<file path="src/sird_pkg.sv">
package sird_pkg;

  localparam int CFG_IDX_W  = 2;
  localparam int CFG_DATA_W = 64;
  localparam int BASE_W     = 5;
  localparam int STEPS_PER_CYCLE = 8;

  localparam logic [CFG_IDX_W-1:0] REG_BASE_SIZE  = 2'd0;
  localparam logic [CFG_IDX_W-1:0] REG_CHARS_LOW  = 2'd1;
  localparam logic [CFG_IDX_W-1:0] REG_CHARS_HIGH = 2'd2;

  localparam logic [BASE_W-1:0]     BASE_SIZE_RST  = 5'd10;
  localparam logic [CFG_DATA_W-1:0] CHARS_LOW_RST  = 64'd3978425819141910832;
  localparam logic [CFG_DATA_W-1:0] CHARS_HIGH_RST = 64'd5063528411713059128;
  localparam logic [7:0]            MINUS_CHAR     = 8'h2D;

  typedef enum logic [2:0] {
    ST_IDLE,
    ST_DIV,
    ST_CHECK,
    ST_SIGN,
    ST_EMIT
  } state_t;

  typedef struct packed {
    logic load;
    logic div_step;
    logic pop;
    logic out_load;
    logic out_sign;
  } cmd_t;

  typedef struct packed {
    logic div_last;
    logic mag_zero;
    logic negative;
    logic last_digit;
  } status_t;

  function automatic logic [7:0] digit_char(input logic [CFG_DATA_W-1:0] lo,
                                            input logic [CFG_DATA_W-1:0] hi,
                                            input logic [3:0] idx);
    logic [2*CFG_DATA_W-1:0] tbl;
    tbl = {hi, lo};
    return tbl[{idx, 3'b000} +: 8];
  endfunction

endpackage

</file>
<file path="src/sird_ctrl.sv">
module sird_ctrl (
  input  logic              clk,
  input  logic              rst_n,
  input  logic              in_valid,
  output logic              in_stall,
  output logic              out_valid,
  input  logic              out_stall,
  input  sird_pkg::status_t status,
  output sird_pkg::cmd_t    cmd
);

  sird_pkg::state_t state_r, state_nxt;
  logic             out_valid_r, out_valid_nxt;
  logic             out_free;

  assign out_free  = !out_valid_r || !out_stall;
  assign in_stall  = (state_r != sird_pkg::ST_IDLE);
  assign out_valid = out_valid_r;

  always_comb begin
    state_nxt = state_r;
    case (state_r)
      sird_pkg::ST_IDLE: begin
        if (in_valid) state_nxt = sird_pkg::ST_DIV;
      end
      sird_pkg::ST_DIV: begin
        if (status.div_last) state_nxt = sird_pkg::ST_CHECK;
      end
      sird_pkg::ST_CHECK: begin
        if (!status.mag_zero) state_nxt = sird_pkg::ST_DIV;
        else if (status.negative) state_nxt = sird_pkg::ST_SIGN;
        else state_nxt = sird_pkg::ST_EMIT;
      end
      sird_pkg::ST_SIGN: begin
        if (out_free) state_nxt = sird_pkg::ST_EMIT;
      end
      sird_pkg::ST_EMIT: begin
        if (out_free && status.last_digit) state_nxt = sird_pkg::ST_IDLE;
      end
      default: state_nxt = sird_pkg::ST_IDLE;
    endcase
  end

  always_comb begin
    cmd = '0;
    case (state_r)
      sird_pkg::ST_IDLE: begin
        cmd.load = in_valid;
      end
      sird_pkg::ST_DIV: begin
        cmd.div_step = 1'b1;
      end
      sird_pkg::ST_SIGN: begin
        cmd.out_load = out_free;
        cmd.out_sign = 1'b1;
      end
      sird_pkg::ST_EMIT: begin
        cmd.out_load = out_free;
        cmd.pop      = out_free;
      end
      default: cmd = '0;
    endcase
  end

  always_comb begin
    out_valid_nxt = out_valid_r;
    if (cmd.out_load) out_valid_nxt = 1'b1;
    else if (!out_stall) out_valid_nxt = 1'b0;
  end

  always_ff @(posedge clk) begin
    if (!rst_n) begin
      state_r     <= sird_pkg::ST_IDLE;
      out_valid_r <= 1'b0;
    end else begin
      state_r     <= state_nxt;
      out_valid_r <= out_valid_nxt;
    end
  end

endmodule

</file>
<file path="src/sird_dp.sv">
module sird_dp #(
  parameter int MAX_BASE    = 16,
  parameter int VALUE_WIDTH = 32
) (
  input  logic                                clk,
  input  logic                                rst_n,
  input  logic                                cfg_we,
  input  logic [sird_pkg::CFG_IDX_W-1:0]      cfg_index,
  input  logic [sird_pkg::CFG_DATA_W-1:0]     cfg_wdata,
  input  logic signed [VALUE_WIDTH-1:0]       in_value,
  input  sird_pkg::cmd_t                      cmd,
  output sird_pkg::status_t                   status,
  output logic [7:0]                          out_char_out,
  output logic                                out_is_last
);

  localparam int DW        = (MAX_BASE > 2) ? $clog2(MAX_BASE) : 1;
  localparam int RW        = DW + 1;
  localparam int SPC       = sird_pkg::STEPS_PER_CYCLE;
  localparam int DIV_ITERS = (VALUE_WIDTH + SPC - 1) / SPC;
  localparam int PAD_W     = DIV_ITERS * SPC;
  localparam int IW        = (DIV_ITERS > 1) ? $clog2(DIV_ITERS) : 1;
  localparam int CW        = $clog2(VALUE_WIDTH + 1);
  localparam int STK_W     = VALUE_WIDTH * DW;
  localparam int BW        = sird_pkg::BASE_W;

  logic [BW-1:0]                   base_size_r, base_size_nxt;
  logic [sird_pkg::CFG_DATA_W-1:0] chars_lo_r, chars_lo_nxt;
  logic [sird_pkg::CFG_DATA_W-1:0] chars_hi_r, chars_hi_nxt;

  logic             neg_r, neg_nxt;
  logic [PAD_W-1:0] work_r, work_nxt;
  logic [RW-1:0]    rem_r, rem_nxt;
  logic [IW-1:0]    iter_r, iter_nxt;
  logic [CW-1:0]    cnt_r, cnt_nxt;
  logic [STK_W-1:0] stk_r, stk_nxt;
  logic [7:0]       char_r, char_nxt;
  logic             last_r, last_nxt;

  logic [BW-1:0]          radix_full;
  logic [RW-1:0]          radix;
  logic [VALUE_WIDTH-1:0] raw;
  logic [VALUE_WIDTH-1:0] mag;
  logic [RW-1:0]          step_rem;
  logic [PAD_W-1:0]       step_work;
  logic                   iter_last;
  logic [DW-1:0]          top_digit;
  logic [3:0]             tbl_idx;

  always_comb begin
    if (base_size_r < BW'(2)) radix_full = BW'(2);
    else if (base_size_r > BW'(MAX_BASE)) radix_full = BW'(MAX_BASE);
    else radix_full = base_size_r;
  end
  assign radix = radix_full[RW-1:0];

  assign raw = in_value;
  assign mag = raw[VALUE_WIDTH-1] ? (~raw + 1'b1) : raw;

  always_comb begin
    logic [RW-1:0]    r;
    logic [PAD_W-1:0] w;
    r = rem_r;
    w = work_r;
    for (int i = 0; i < SPC; i++) begin
      r = {r[RW-2:0], w[PAD_W-1]};
      w = {w[PAD_W-2:0], 1'b0};
      if (r >= radix) begin
        r    = r - radix;
        w[0] = 1'b1;
      end
    end
    step_rem  = r;
    step_work = w;
  end

  assign iter_last = (iter_r == IW'(DIV_ITERS - 1));
  assign top_digit = stk_r[DW-1:0];
  assign tbl_idx   = 4'(top_digit);

  always_comb begin
    base_size_nxt = base_size_r;
    chars_lo_nxt  = chars_lo_r;
    chars_hi_nxt  = chars_hi_r;
    if (cfg_we) begin
      case (cfg_index)
        sird_pkg::REG_BASE_SIZE:  base_size_nxt = cfg_wdata[BW-1:0];
        sird_pkg::REG_CHARS_LOW:  chars_lo_nxt  = cfg_wdata;
        sird_pkg::REG_CHARS_HIGH: chars_hi_nxt  = cfg_wdata;
        default: ;
      endcase
    end
  end

  always_comb begin
    neg_nxt  = neg_r;
    work_nxt = work_r;
    rem_nxt  = rem_r;
    iter_nxt = iter_r;
    cnt_nxt  = cnt_r;
    stk_nxt  = stk_r;
    char_nxt = char_r;
    last_nxt = last_r;
    if (cmd.load) begin
      neg_nxt  = raw[VALUE_WIDTH-1];
      work_nxt = PAD_W'(mag);
      rem_nxt  = '0;
      iter_nxt = '0;
      cnt_nxt  = '0;
    end else if (cmd.div_step) begin
      work_nxt = step_work;
      if (iter_last) begin
        iter_nxt = '0;
        rem_nxt  = '0;
        cnt_nxt  = cnt_r + 1'b1;
        if (STK_W > DW) stk_nxt = STK_W'({stk_r, step_rem[DW-1:0]});
        else stk_nxt = STK_W'(step_rem[DW-1:0]);
      end else begin
        iter_nxt = iter_r + 1'b1;
        rem_nxt  = step_rem;
      end
    end
    if (cmd.out_load) begin
      if (cmd.out_sign) begin
        char_nxt = sird_pkg::MINUS_CHAR;
        last_nxt = 1'b0;
      end else begin
        char_nxt = sird_pkg::digit_char(chars_lo_r, chars_hi_r, tbl_idx);
        last_nxt = (cnt_r == CW'(1));
      end
    end
    if (cmd.pop) begin
      stk_nxt = stk_r >> DW;
      cnt_nxt = cnt_r - 1'b1;
    end
  end

  always_ff @(posedge clk) begin
    if (!rst_n) begin
      base_size_r <= sird_pkg::BASE_SIZE_RST;
      chars_lo_r  <= sird_pkg::CHARS_LOW_RST;
      chars_hi_r  <= sird_pkg::CHARS_HIGH_RST;
      iter_r      <= '0;
      cnt_r       <= '0;
    end else begin
      base_size_r <= base_size_nxt;
      chars_lo_r  <= chars_lo_nxt;
      chars_hi_r  <= chars_hi_nxt;
      iter_r      <= iter_nxt;
      cnt_r       <= cnt_nxt;
    end
  end

  always_ff @(posedge clk) begin
    neg_r  <= neg_nxt;
    work_r <= work_nxt;
    rem_r  <= rem_nxt;
    stk_r  <= stk_nxt;
    char_r <= char_nxt;
    last_r <= last_nxt;
  end

  assign status.div_last   = iter_last;
  assign status.mag_zero   = (work_r == '0);
  assign status.negative   = neg_r;
  assign status.last_digit = (cnt_r == CW'(1));

  assign out_char_out = char_r;
  assign out_is_last  = last_r;

endmodule

</file>
<file path="src/signed_int_to_radix_digits.sv">
// Each value is loaded, then divided by the radix once per digit in the shared
// 8-bit-per-cycle divider, then its characters leave the output register one per cycle
// while out_stall is low. A new value is accepted only after the last character of the
// previous value has been loaded into the output register.
// Reset (rst_n, synchronous, active low): idle, no result pending, base 10,
// digit symbols "0123456789ABCDEF".
module signed_int_to_radix_digits #(
  parameter int MAX_BASE    = 16,
  parameter int VALUE_WIDTH = 32
) (
  input  logic                            clk,
  input  logic                            rst_n,
  input  logic                            cfg_we,
  input  logic [sird_pkg::CFG_IDX_W-1:0]  cfg_index,
  input  logic [sird_pkg::CFG_DATA_W-1:0] cfg_wdata,
  input  logic                            in_valid,
  output logic                            in_stall,
  input  logic signed [VALUE_WIDTH-1:0]   in_value,
  output logic                            out_valid,
  input  logic                            out_stall,
  output logic [7:0]                      out_char_out,
  output logic                            out_is_last
);

  sird_pkg::cmd_t    cmd;
  sird_pkg::status_t status;

  sird_ctrl u_ctrl (
    .clk       (clk),
    .rst_n     (rst_n),
    .in_valid  (in_valid),
    .in_stall  (in_stall),
    .out_valid (out_valid),
    .out_stall (out_stall),
    .status    (status),
    .cmd       (cmd)
  );

  sird_dp #(
    .MAX_BASE    (MAX_BASE),
    .VALUE_WIDTH (VALUE_WIDTH)
  ) u_dp (
    .clk          (clk),
    .rst_n        (rst_n),
    .cfg_we       (cfg_we),
    .cfg_index    (cfg_index),
    .cfg_wdata    (cfg_wdata),
    .in_value     (in_value),
    .cmd          (cmd),
    .status       (status),
    .out_char_out (out_char_out),
    .out_is_last  (out_is_last)
  );

endmodule

</file>
<file path="config.mk">
export PLATFORM = sky130hd
export DESIGN_NAME = signed_int_to_radix_digits
export DESIGN_NICKNAME = d
export VERILOG_FILES = /design/src/sird_pkg.sv /design/src/sird_ctrl.sv /design/src/sird_dp.sv /design/src/signed_int_to_radix_digits.sv
export SDC_FILE = /design/constraint.sdc
export NUM_CORES = 1
export LEC_CHECK = 0
export BUFFER_PORTS_ARGS = -buffer_cell sky130_fd_sc_hd__buf_2
export CORE_UTILIZATION = 45
export DETAILED_ROUTE_END_ITERATION = 12
export PLACE_DENSITY_LB_ADDON = 0.1
export RECOVER_POWER = 25
export SKIP_LAST_GASP = 1
export SLEW_MARGIN = 5
export SYNTH_ARGS = -nofsm -noshare
export SYNTH_HDL_FRONTEND = slang
export SYNTH_HIERARCHICAL = 1
export SYNTH_SLANG_ARGS = --single-unit
export TNS_END_PERCENT = 100
</file>
<file path="constraint.sdc">
create_clock -name clk -period 13.61 [get_ports clk]
set_input_delay 1.361 -clock clk [delete_from_list [all_inputs] [get_ports clk]]
set_output_delay 1.361 -clock clk [all_outputs]
set_load 0.01 [all_outputs]
</file>
==> Word-level counts from Yosys, hierarchy flattened <==
Cells that the tools add are included.
{ "op_classes": {"n_eq_ne": 14, "n_addsub": 12, "n_lt_le_gt_ge": 10, "shift": 1, "n_bitwise": 3, "reduce_logical": 22, "mux": 45} }
{ "ops": {"columns": ["op", "n"], "rows": [
  ["two-way mux 124 bit", 4],
  ["indexed part select 128 x 8 -> 8 bit", 1],
  ["two-way mux 32 bit", 3],
  ["greater-or-equal comparator 5 bit", 8],
  ["two-way mux 4 bit", 9],
  ["adder 32 x 1 -> 32 bit, second input constant", 1],
  ["zero test 32 bit", 1],
  ["NOT 32 bit", 1],
  ["subtractor 4 bit", 8],
  ["two-way mux 6 bit", 4],
  ["two-way mux 3 bit", 6],
  ["two-way mux 1 bit", 15],
  ["case mux 3 bit (5 select lines)", 1],
  ["two-way mux 5 bit", 2],
  ["nonzero test 3 bit", 3],
  ["!= test 2 x 1 -> 1 bit, second input constant", 4],
  ["AND reduction 2 bit", 4],
  ["adder 6 x 1 -> 6 bit, second input constant", 1],
  ["equality test 3 x 2 -> 1 bit, second input constant", 2],
  ["equality test 6 x 1 -> 1 bit, second input constant", 1],
  ["AND reduction 3 bit", 2],
  ["nonzero test 2 bit", 3],
  ["subtractor 6 x 1 -> 6 bit, second input constant", 1],
  ["> comparator 5 bit, second input constant", 1],
  ["other kinds (16)", 21]
]} }
{ "totals": {"out_inout_bits": 11, "in_bits": 103, "regBits": 319} }

==> Longest topological paths before layout <==
Gate-level depths: netlist of run 1.
{ "depth": {"depth_word": 23, "depth_mapped": 52} }

==> Cells and area by module <==
Netlist of run 1, hierarchy kept.
{ "by_module_without_submodules": {"columns": ["module", "cells_per_inst", "area_each_um2", "n_inst"], "rows": [
  ["sird_dp", 1450, 15867.7, 1],
  ["sird_ctrl", 39, 306.5, 1]
]} }

==> Worst setup path before layout of run 1 <==
OpenSTA, ideal clock, no wires.
{ "synth_path": {"path_type": "reg2reg", "start": "register u_dp.base_size_r[2]", "end": "register u_dp.stk_r[0] (data pin)", "stages_incl_launch_ff": 50, "t_arrival_ns": 11.187, "path_slack_ns": 2.163, "required_time_ns": 13.350, "setup_time_ns": 0.260, "period_less_slack_ns": 11.447, "path_cell_list": "dfxtp_1 -> nor2_1 -> o21ai_0 -> ha_1 -> a21oi_1 -> o21a_1 -> o21ai_0 -> mux2_2 -> ha_1 -> a21oi_1 -> o21ai_0 -> a31oi_1 -> mux2i_1 -> ha_1 -> nand2_1 -> o21ai_0 -> a31oi_1 -> nor2b_1 -> (+14 left out) -> ha_1 -> a21o_1 -> a31oi_1 -> o21ai_0 -> clkbuf_1 -> a21oi_1 -> inv_1 -> ha_1 -> a31oi_1 -> o21ai_1 -> nor2_1 -> a211oi_1 -> inv_1 -> ha_1 -> nand2_1 -> o31ai_1 -> a21oi_1 -> mux2_2"} }
{ "synth_between": {"elab_chain_len": 23, "word_cells_on_any_way": 32, "cone_classes": "add/sub: 8; order compare: 10; mux: 14"} }
{ "synth_rtl": {"columns": ["item", "line", "rtl"], "rows": [
  ["from (decl)", "sird_dp.sv:27", "logic [BW-1:0] base_size_r, base_size_nxt;"],
  ["from (signal assigned)", "sird_dp.sv:140", "base_size_r <= sird_pkg::BASE_SIZE_RST;"],
  ["from (signal assigned)", "sird_dp.sv:146", "base_size_r <= base_size_nxt;"],
  ["> comparator 5 bit", "sird_dp.sv:52", "else if (base_size_r > BW'(MAX_BASE)) radix_full = BW'(MAX_BASE);"],
  ["two-way mux 5 bit", "sird_dp.sv:52", null],
  ["two-way mux 5 bit (*)", "sird_dp.sv:51", "if (base_size_r < BW'(2)) radix_full = BW'(2);"],
  ["subtractor 4 bit / greater-or-equal comparator 5 bit (equally long branches)", "sird_dp.sv:69, sird_dp.sv:68", null],
  ["two-way mux 4 bit", "sird_dp.sv:68", "if (r >= radix) begin"],
  ["subtractor 4 bit / greater-or-equal comparator 5 bit (equally long branches)", "sird_dp.sv:69, sird_dp.sv:68", null],
  ["two-way mux 4 bit", "sird_dp.sv:68", null],
  ["subtractor 4 bit / greater-or-equal comparator 5 bit (equally long branches)", "sird_dp.sv:69, sird_dp.sv:68", null],
  ["(+8 left out)", null, null],
  ["two-way mux 4 bit", "sird_dp.sv:68", null],
  ["greater-or-equal comparator 5 bit", "sird_dp.sv:68", null],
  ["two-way mux 4 bit (*)", "sird_dp.sv:68", null],
  ["two-way mux 124 bit (*)", "sird_dp.sv:112", "if (iter_last) begin"],
  ["two-way mux 124 bit (*)", "sird_dp.sv:110", "end else if (cmd.div_step) begin"],
  ["two-way mux 124 bit (*)", "sird_dp.sv:104", "if (cmd.load) begin"],
  ["two-way mux 124 bit (*)", "sird_dp.sv:132", "if (cmd.pop) begin"],
  ["via u_dp.stk_nxt[0]", "sird_dp.sv:36", "logic [STK_W-1:0] stk_r, stk_nxt;"],
  ["to (signal assigned)", "sird_dp.sv:158", "stk_r <= stk_nxt;"],
  ["to (decl)", "sird_dp.sv:36", null]
]} }
The timed path passes the listed nets; every way through them passes the cells marked *. The select of a mux whose other input is x is not followed.
A chain may end at the register's enable or synchronous reset.

==> Worst setup path in the final report of run 1 <==
{ "layout_path": {"start": "register u_dp.base_size_r[4]", "end": "register u_dp.stk_r[0] (data pin)"} }
Same word-level chain as after synthesis.

==> results of run 1 <==
[cells by family (layout without fill, tap and decap cells)]
kind of cell | after synthesis | in the layout
simple gates | 514 | 514
flops | 319 | 319
compound gates | 243 | 243
mux | 188 | 188
buf+inv | 125 | 235
fa+ha+maj | 53 | 53
xor+xnor | 47 | 47
other cells | 0 | 2
[cell usage in the layout, fill, tap and decap left out, types with 22 or more instances in the layout]
cell type and n:
o21ai_0 28, ha_1 45, a21oi_1 58, edfxtp_1 166, mux4_2 40, dfxtp_1 153
nand3_1 53, mux2_2 126, mux2i_1 22, clkbuf_16 39, inv_1 38, nand2_1 313
nor2_1 59, xor2_1 36, buf_2 104, a21boi_0 80
[stage by stage]
stage / hold slack, ns / instances
finish: 0.464 / 2062
global route: 0.478 / 2060
CTS: 0.465 / 2060
detailed placement: 0.453 / 1992
global placement: 0.447 / 1992
floorplan: 0.435 / 1489
[worst max-delay path, delay by kind of cell (launching register included)]
kind / cells / cell delay, ns
mux: 5 / 1.99
simple gates: 6 / 0.91
fa+ha+maj: 8 / 2.70
flops: 1 / 0.29
buf+inv: 5 / 0.77
compound gates: 22 / 5.31
[area by class of cell]
type / count / area, um2
diodes: 2 / 5.00
flip-flops and latches: 319 / 8050
fillers: 3220 / 17100
repair buffers: 129 / 656
well taps: 461 / 577
clock buffers: 50 / 1070
inverters: 38 / 143
multi-input cells: 1045 / 7640
clock inverters: 18 / 289
[timing repair]
item	4_1_cts	5_1_grt
endpoints found under the setup margin	0	7
setup buffers	0	0
resized for setup	0	3
[routing by layer]
| layer | wire (um) | share of wire | track usage | vias up |
|---|---|---|---|---|
| met5 | 68 | 0.0019 | 0 | - |
| met4 | 692 | 0.020 | 0.0528 | 10 |
| met3 | 1430 | 0.041 | 0.0375 | 56 |
| met2 | 15900 | 0.46 | 0.313 | 167 |
| met1 | 16900 | 0.48 | 0.266 | 5324 |
| li1 | - | - | - | 5521 |
[registers in the layout, indices dropped and copies added (netlist names)]
| register | cells |
|---|---|
| u_dp/iter_r | 2 |
| u_dp/out_char_out | 8 |
| u_dp/out_is_last | 1 |
| u_dp/cnt_r | 6 |
| u_dp/stk_r | 128 |
| u_dp/neg_r | 1 |
| u_dp/chars_hi_r | 64 |
| u_dp/base_size_r | 5 |
| u_ctrl/out_valid | 1 |
| u_ctrl/state_r | 3 |
| u_dp/chars_lo_r | 64 |
| u_dp/rem_r | 4 |
| u_dp/work_r | 32 |
[final timing paths]
| check | cells past startpoint | endpoint | start | slack [ns] |
|---|---|---|---|---|
| setup / recovery | 46 | u_dp/stk_r[0]$_DFFE_PP_ | u_dp/base_size_r[4]$_SDFFE_PN0P_ | 1.33 |
| hold / removal | 2 | u_dp/chars_lo_r[18]$_SDFFE_PN0P_ | u_dp/chars_lo_r[18]$_SDFFE_PN0P_ | 0.46 |
| setup reg to reg | 46 | u_dp/stk_r[0]$_DFFE_PP_ | u_dp/base_size_r[4]$_SDFFE_PN0P_ | 1.33 |
| hold reg to reg | 2 | u_dp/chars_lo_r[18]$_SDFFE_PN0P_ | u_dp/chars_lo_r[18]$_SDFFE_PN0P_ | 0.46 |
==> metrics.csv, run 1 <==
metric;value;unit
failing checks;max-capacitance violations, max-slew violations;
final setup TNS;0;ns
ys async rst share;0;
DRT antenna net count;0;
most common cell in the netlist;nand2_1;
Root Driver;clkbuf_16;
Post-synth EDFFs;166;
Max Fanout on Critical Path;13;
clk_skew;0.0144;ns
CTS tree;built;
post-route DRC violation count;0;
Rel. slew slack;-1.10;
largest net degree at the start of global routing;93;
max-slew violations;349;
die height;192;um
final instance area;0.0184;mm2
startpoint class of the critical path;flip-flop;
Max Fclk;81.4;MHz
clk buf depth;3;
Setup-failing EPs final;0;
final worst setup slack;1.33;ns
prevailing post-synth register cell;edfxtp_1;
ranking of synthesized cells by area;edfxtp_1 (31%), dfxtp_1 (19%), mux2_2 (8.8%), nand2_1 (7.3%), mux4_2 (5.6%);
Seq cells post-synth;319;
Final HPWL DP;22600;um
DP Area;0.0171;mm2
PortBufs;113;
gr usage total;0.194;
first-pass GRT wire length;57000;um
HP Class;flip-flop to flip-flop;
final hold vios;0;
Gate Count Post-Synth;1489;
GRT overflow;0;
final WL;35000;um
RSZ-0062 raised after global routing;no;
initial antenna violation count;8;
most frequent CP cell;ha_1;
vias in the first global route;10900;
status;finished, violations left;
largest family of logic cells by synthesized area;multiplexers;
critical path class;flip-flop to flip-flop;
initial DRC count;572;
# Max-Cap Violations;5;
Initial Util;0.456;
pre-CTS WS;0.942;ns
YS warnings;6;
post-synthesis sequential area ratio;0.498;
die width;192;um
FP Rows;69;
mapped cell area;0.0162;mm2
Tcrit/Tclk final;0.902;
syn_nets;1645;
Tmin final;12.28;ns
critical path's largest stage delay;0.49;ns
Clock Pin Slew Worst Setup and Hold Paths;0.06;ns
total CTS buffers;37;
critical path's slowest cell;ha_1;
adder-cell share of the synthesized area;0.0447;
nets@finish;1726;
Synth Area in Compound Gates;0.100;
core area;0.0355;mm2
placer congestion estimate;0.866;
Yosys top cell area share;0.308;
syn avg cell area;10.9;um2
vias per cell;5.37;
H-tree levels;2;
area leader, netlist;edfxtp_1;
Pre-antenna DRT Iters;4;
simple-gate share of the synthesized area;0.142;
worst path arrival time;12.55;ns
Synth top cells by count;nand2_1 (313), edfxtp_1 (166), dfxtp_1 (153), mux2_2 (126), a21boi_0 (80);
Synth Area in XOR/XNOR;0.0255;
Clock Latency Late Sink;0.53;ns
post-synthesis mux area share;0.157;
utilization after layout;0.519;
Netlist cell types;69;
die area;0.0367;mm2
clk sinks;319;
hold_buf cts;0;
CP endpoint kind;flip-flop;
share of cells above drive strength 1;0.226;
drt wl/cell;17.0;um
WP data required;13.88;ns
Slew @ Worst Pin;3.15;ns
I/O Pins;114;
vias;11100;
Area Overhead vs Synth;13.9;%
Power of run 1 is not shown: default switching activity piles up to over one toggle a cycle in this logic, so the estimate is an artifact.
==> run 2: changes to the inputs <==
CTS_BUF_LIST = sky130_fd_sc_hd__clkbuf_8   (was not set)
==> metrics.csv, run 2 (synthesized netlist as in run 1, its figures left out) <==
metric;value;unit
final instance area;0.0182;mm2
routed length on met3;1570;um
Max Fclk;81.7;MHz
largest net degree at the start of global routing;93;
die width;192;um
CP endpoint kind;flip-flop;
vias per cell;5.33;
final setup TNS;0;ns
gr usage total;0.196;
commonest non-fill, non-tap cell in the layout;nand2_1;
DP Area;0.0171;mm2
FP Rows;69;
vias;11200;
final worst setup slack;1.38;ns
initial antenna violation count;7;
Root Driver;clkbuf_8;
CTS resizes;0;
post-route DRC violation count;0;
hold path depth;2;
Clock Latency Late Sink;0.63;ns
core area;0.0355;mm2
multi-input logic area;0.00764;mm2
max-slew violations;349;
initial DRC count;560;
worst path arrival time;12.60;ns
clk buf depth;3;
Setup-failing EPs final;0;
Max Fanout on Critical Path;13;
H-tree levels;2;
Filler Cells Inserted;3279;
most frequent CP cell;ha_1;
critical path's largest stage delay;0.49;ns
total setup buffers inserted after CTS;0;
share of cells above drive strength 1;0.235;
Tmin final;12.23;ns
GRT overflow;0;
DRT antenna net count;0;
clk sinks;319;
PortBufs;113;
Clock Pin Slew Worst Setup and Hold Paths;0.06;ns
Initial Util;0.456;
Largest Register;u_dp/stk_r;
nets@finish;1743;
Pre-antenna DRT Iters;7;
placer congestion estimate;0.866;
die height;192;um
WP data required;13.98;ns
pre-CTS WS;0.942;ns
Critical Path Start;u_dp/base_size_r[4]$_SDFFE_PN0P_;
critical path's slowest cell;ha_1;
final WL;35200;um
clk_skew;0.0300;ns
failing checks;max-capacitance violations, max-slew violations;
largest registers;u_dp/stk_r (128), u_dp/chars_hi_r (64), u_dp/chars_lo_r (64);
Tcrit/Tclk final;0.899;
Final HPWL DP;22600;um
total CTS buffers;54;
drt wl/cell;16.8;um
Rel. slew slack;-1.11;
HP Class;flip-flop to flip-flop;
first-pass GRT wire length;57200;um
RSZ-0062 raised after global routing;no;
Slew @ Worst Pin;3.17;ns
Top Metal Used;met5;
final hold vios;0;
CTS tree;built;
die area;0.0367;mm2
commonest non-fill, non-tap cells in the layout;nand2_1 (313), edfxtp_1 (166), dfxtp_1 (153);
# Max-Cap Violations;5;
max reg flops;128;
FF+latch area;0.00805;mm2
vias in the first global route;11100;
Routed met2 length;15800;um
hold_buf cts;0;
I/O Pins;114;
Reg2Reg Depth;48;
reg2reg start;u_dp/base_size_r[4]$_SDFFE_PN0P_;
status;finished, violations left;
critical path class;flip-flop to flip-flop;
M1 WL;17000;um
HP Start;u_dp/chars_lo_r[18]$_SDFFE_PN0P_;
startpoint class of the critical path;flip-flop;
Area Overhead vs Synth;12.2;%
## run 2: final cells by class
type,count,share of cell area
inverters,38,0.00786
multi-input cells,1045,0.421
diodes,2,0.000276
repair buffers,129,0.0365
well taps,461,0.0318
clock inverters,37,0.0115
clock buffers,63,0.0478
flip-flops and latches,319,0.443
## run 2: path summary, 6_finish.rpt
| path | slack [ns] | end |
|---|---|---|
| max | 1.38 | u_dp/stk_r[0]$_DFFE_PP_ |
| min | 0.46 | u_dp/chars_lo_r[18]$_SDFFE_PN0P_ |
| max reg2reg | 1.38 | u_dp/stk_r[0]$_DFFE_PP_ |
| min reg2reg | 0.46 | u_dp/chars_lo_r[18]$_SDFFE_PN0P_ |
## run 2: stage by stage
stage	utilization	std cells	hold WS (ns)
finish	0.512	2094	0.462
global route	0.511	2092	0.478
CTS	0.512	2092	0.465
detailed placement	0.481	1992	0.453
global placement	0.481	1992	0.447
floorplan	-	1489	0.435
## run 2: worst max-delay path, delay by kind of cell, from the launching register on
family | cells | cell delay, ns
AO/OA/AOI/OAI | 24 | 5.58
adder cells (fa/ha/maj) | 8 | 2.71
multiplexers | 4 | 1.55
AND/OR/NAND/NOR | 7 | 1.02
buffers and inverters | 5 | 0.78
flip-flops | 1 | 0.29
## run 2: metal layers
layer	up-vias	track usage
met4	8	0.0714
met1	5346	0.264
met5	-	0
met3	67	0.0411
li1	5560	-
met2	189	0.312
Power of run 2 is left out for the same reason.
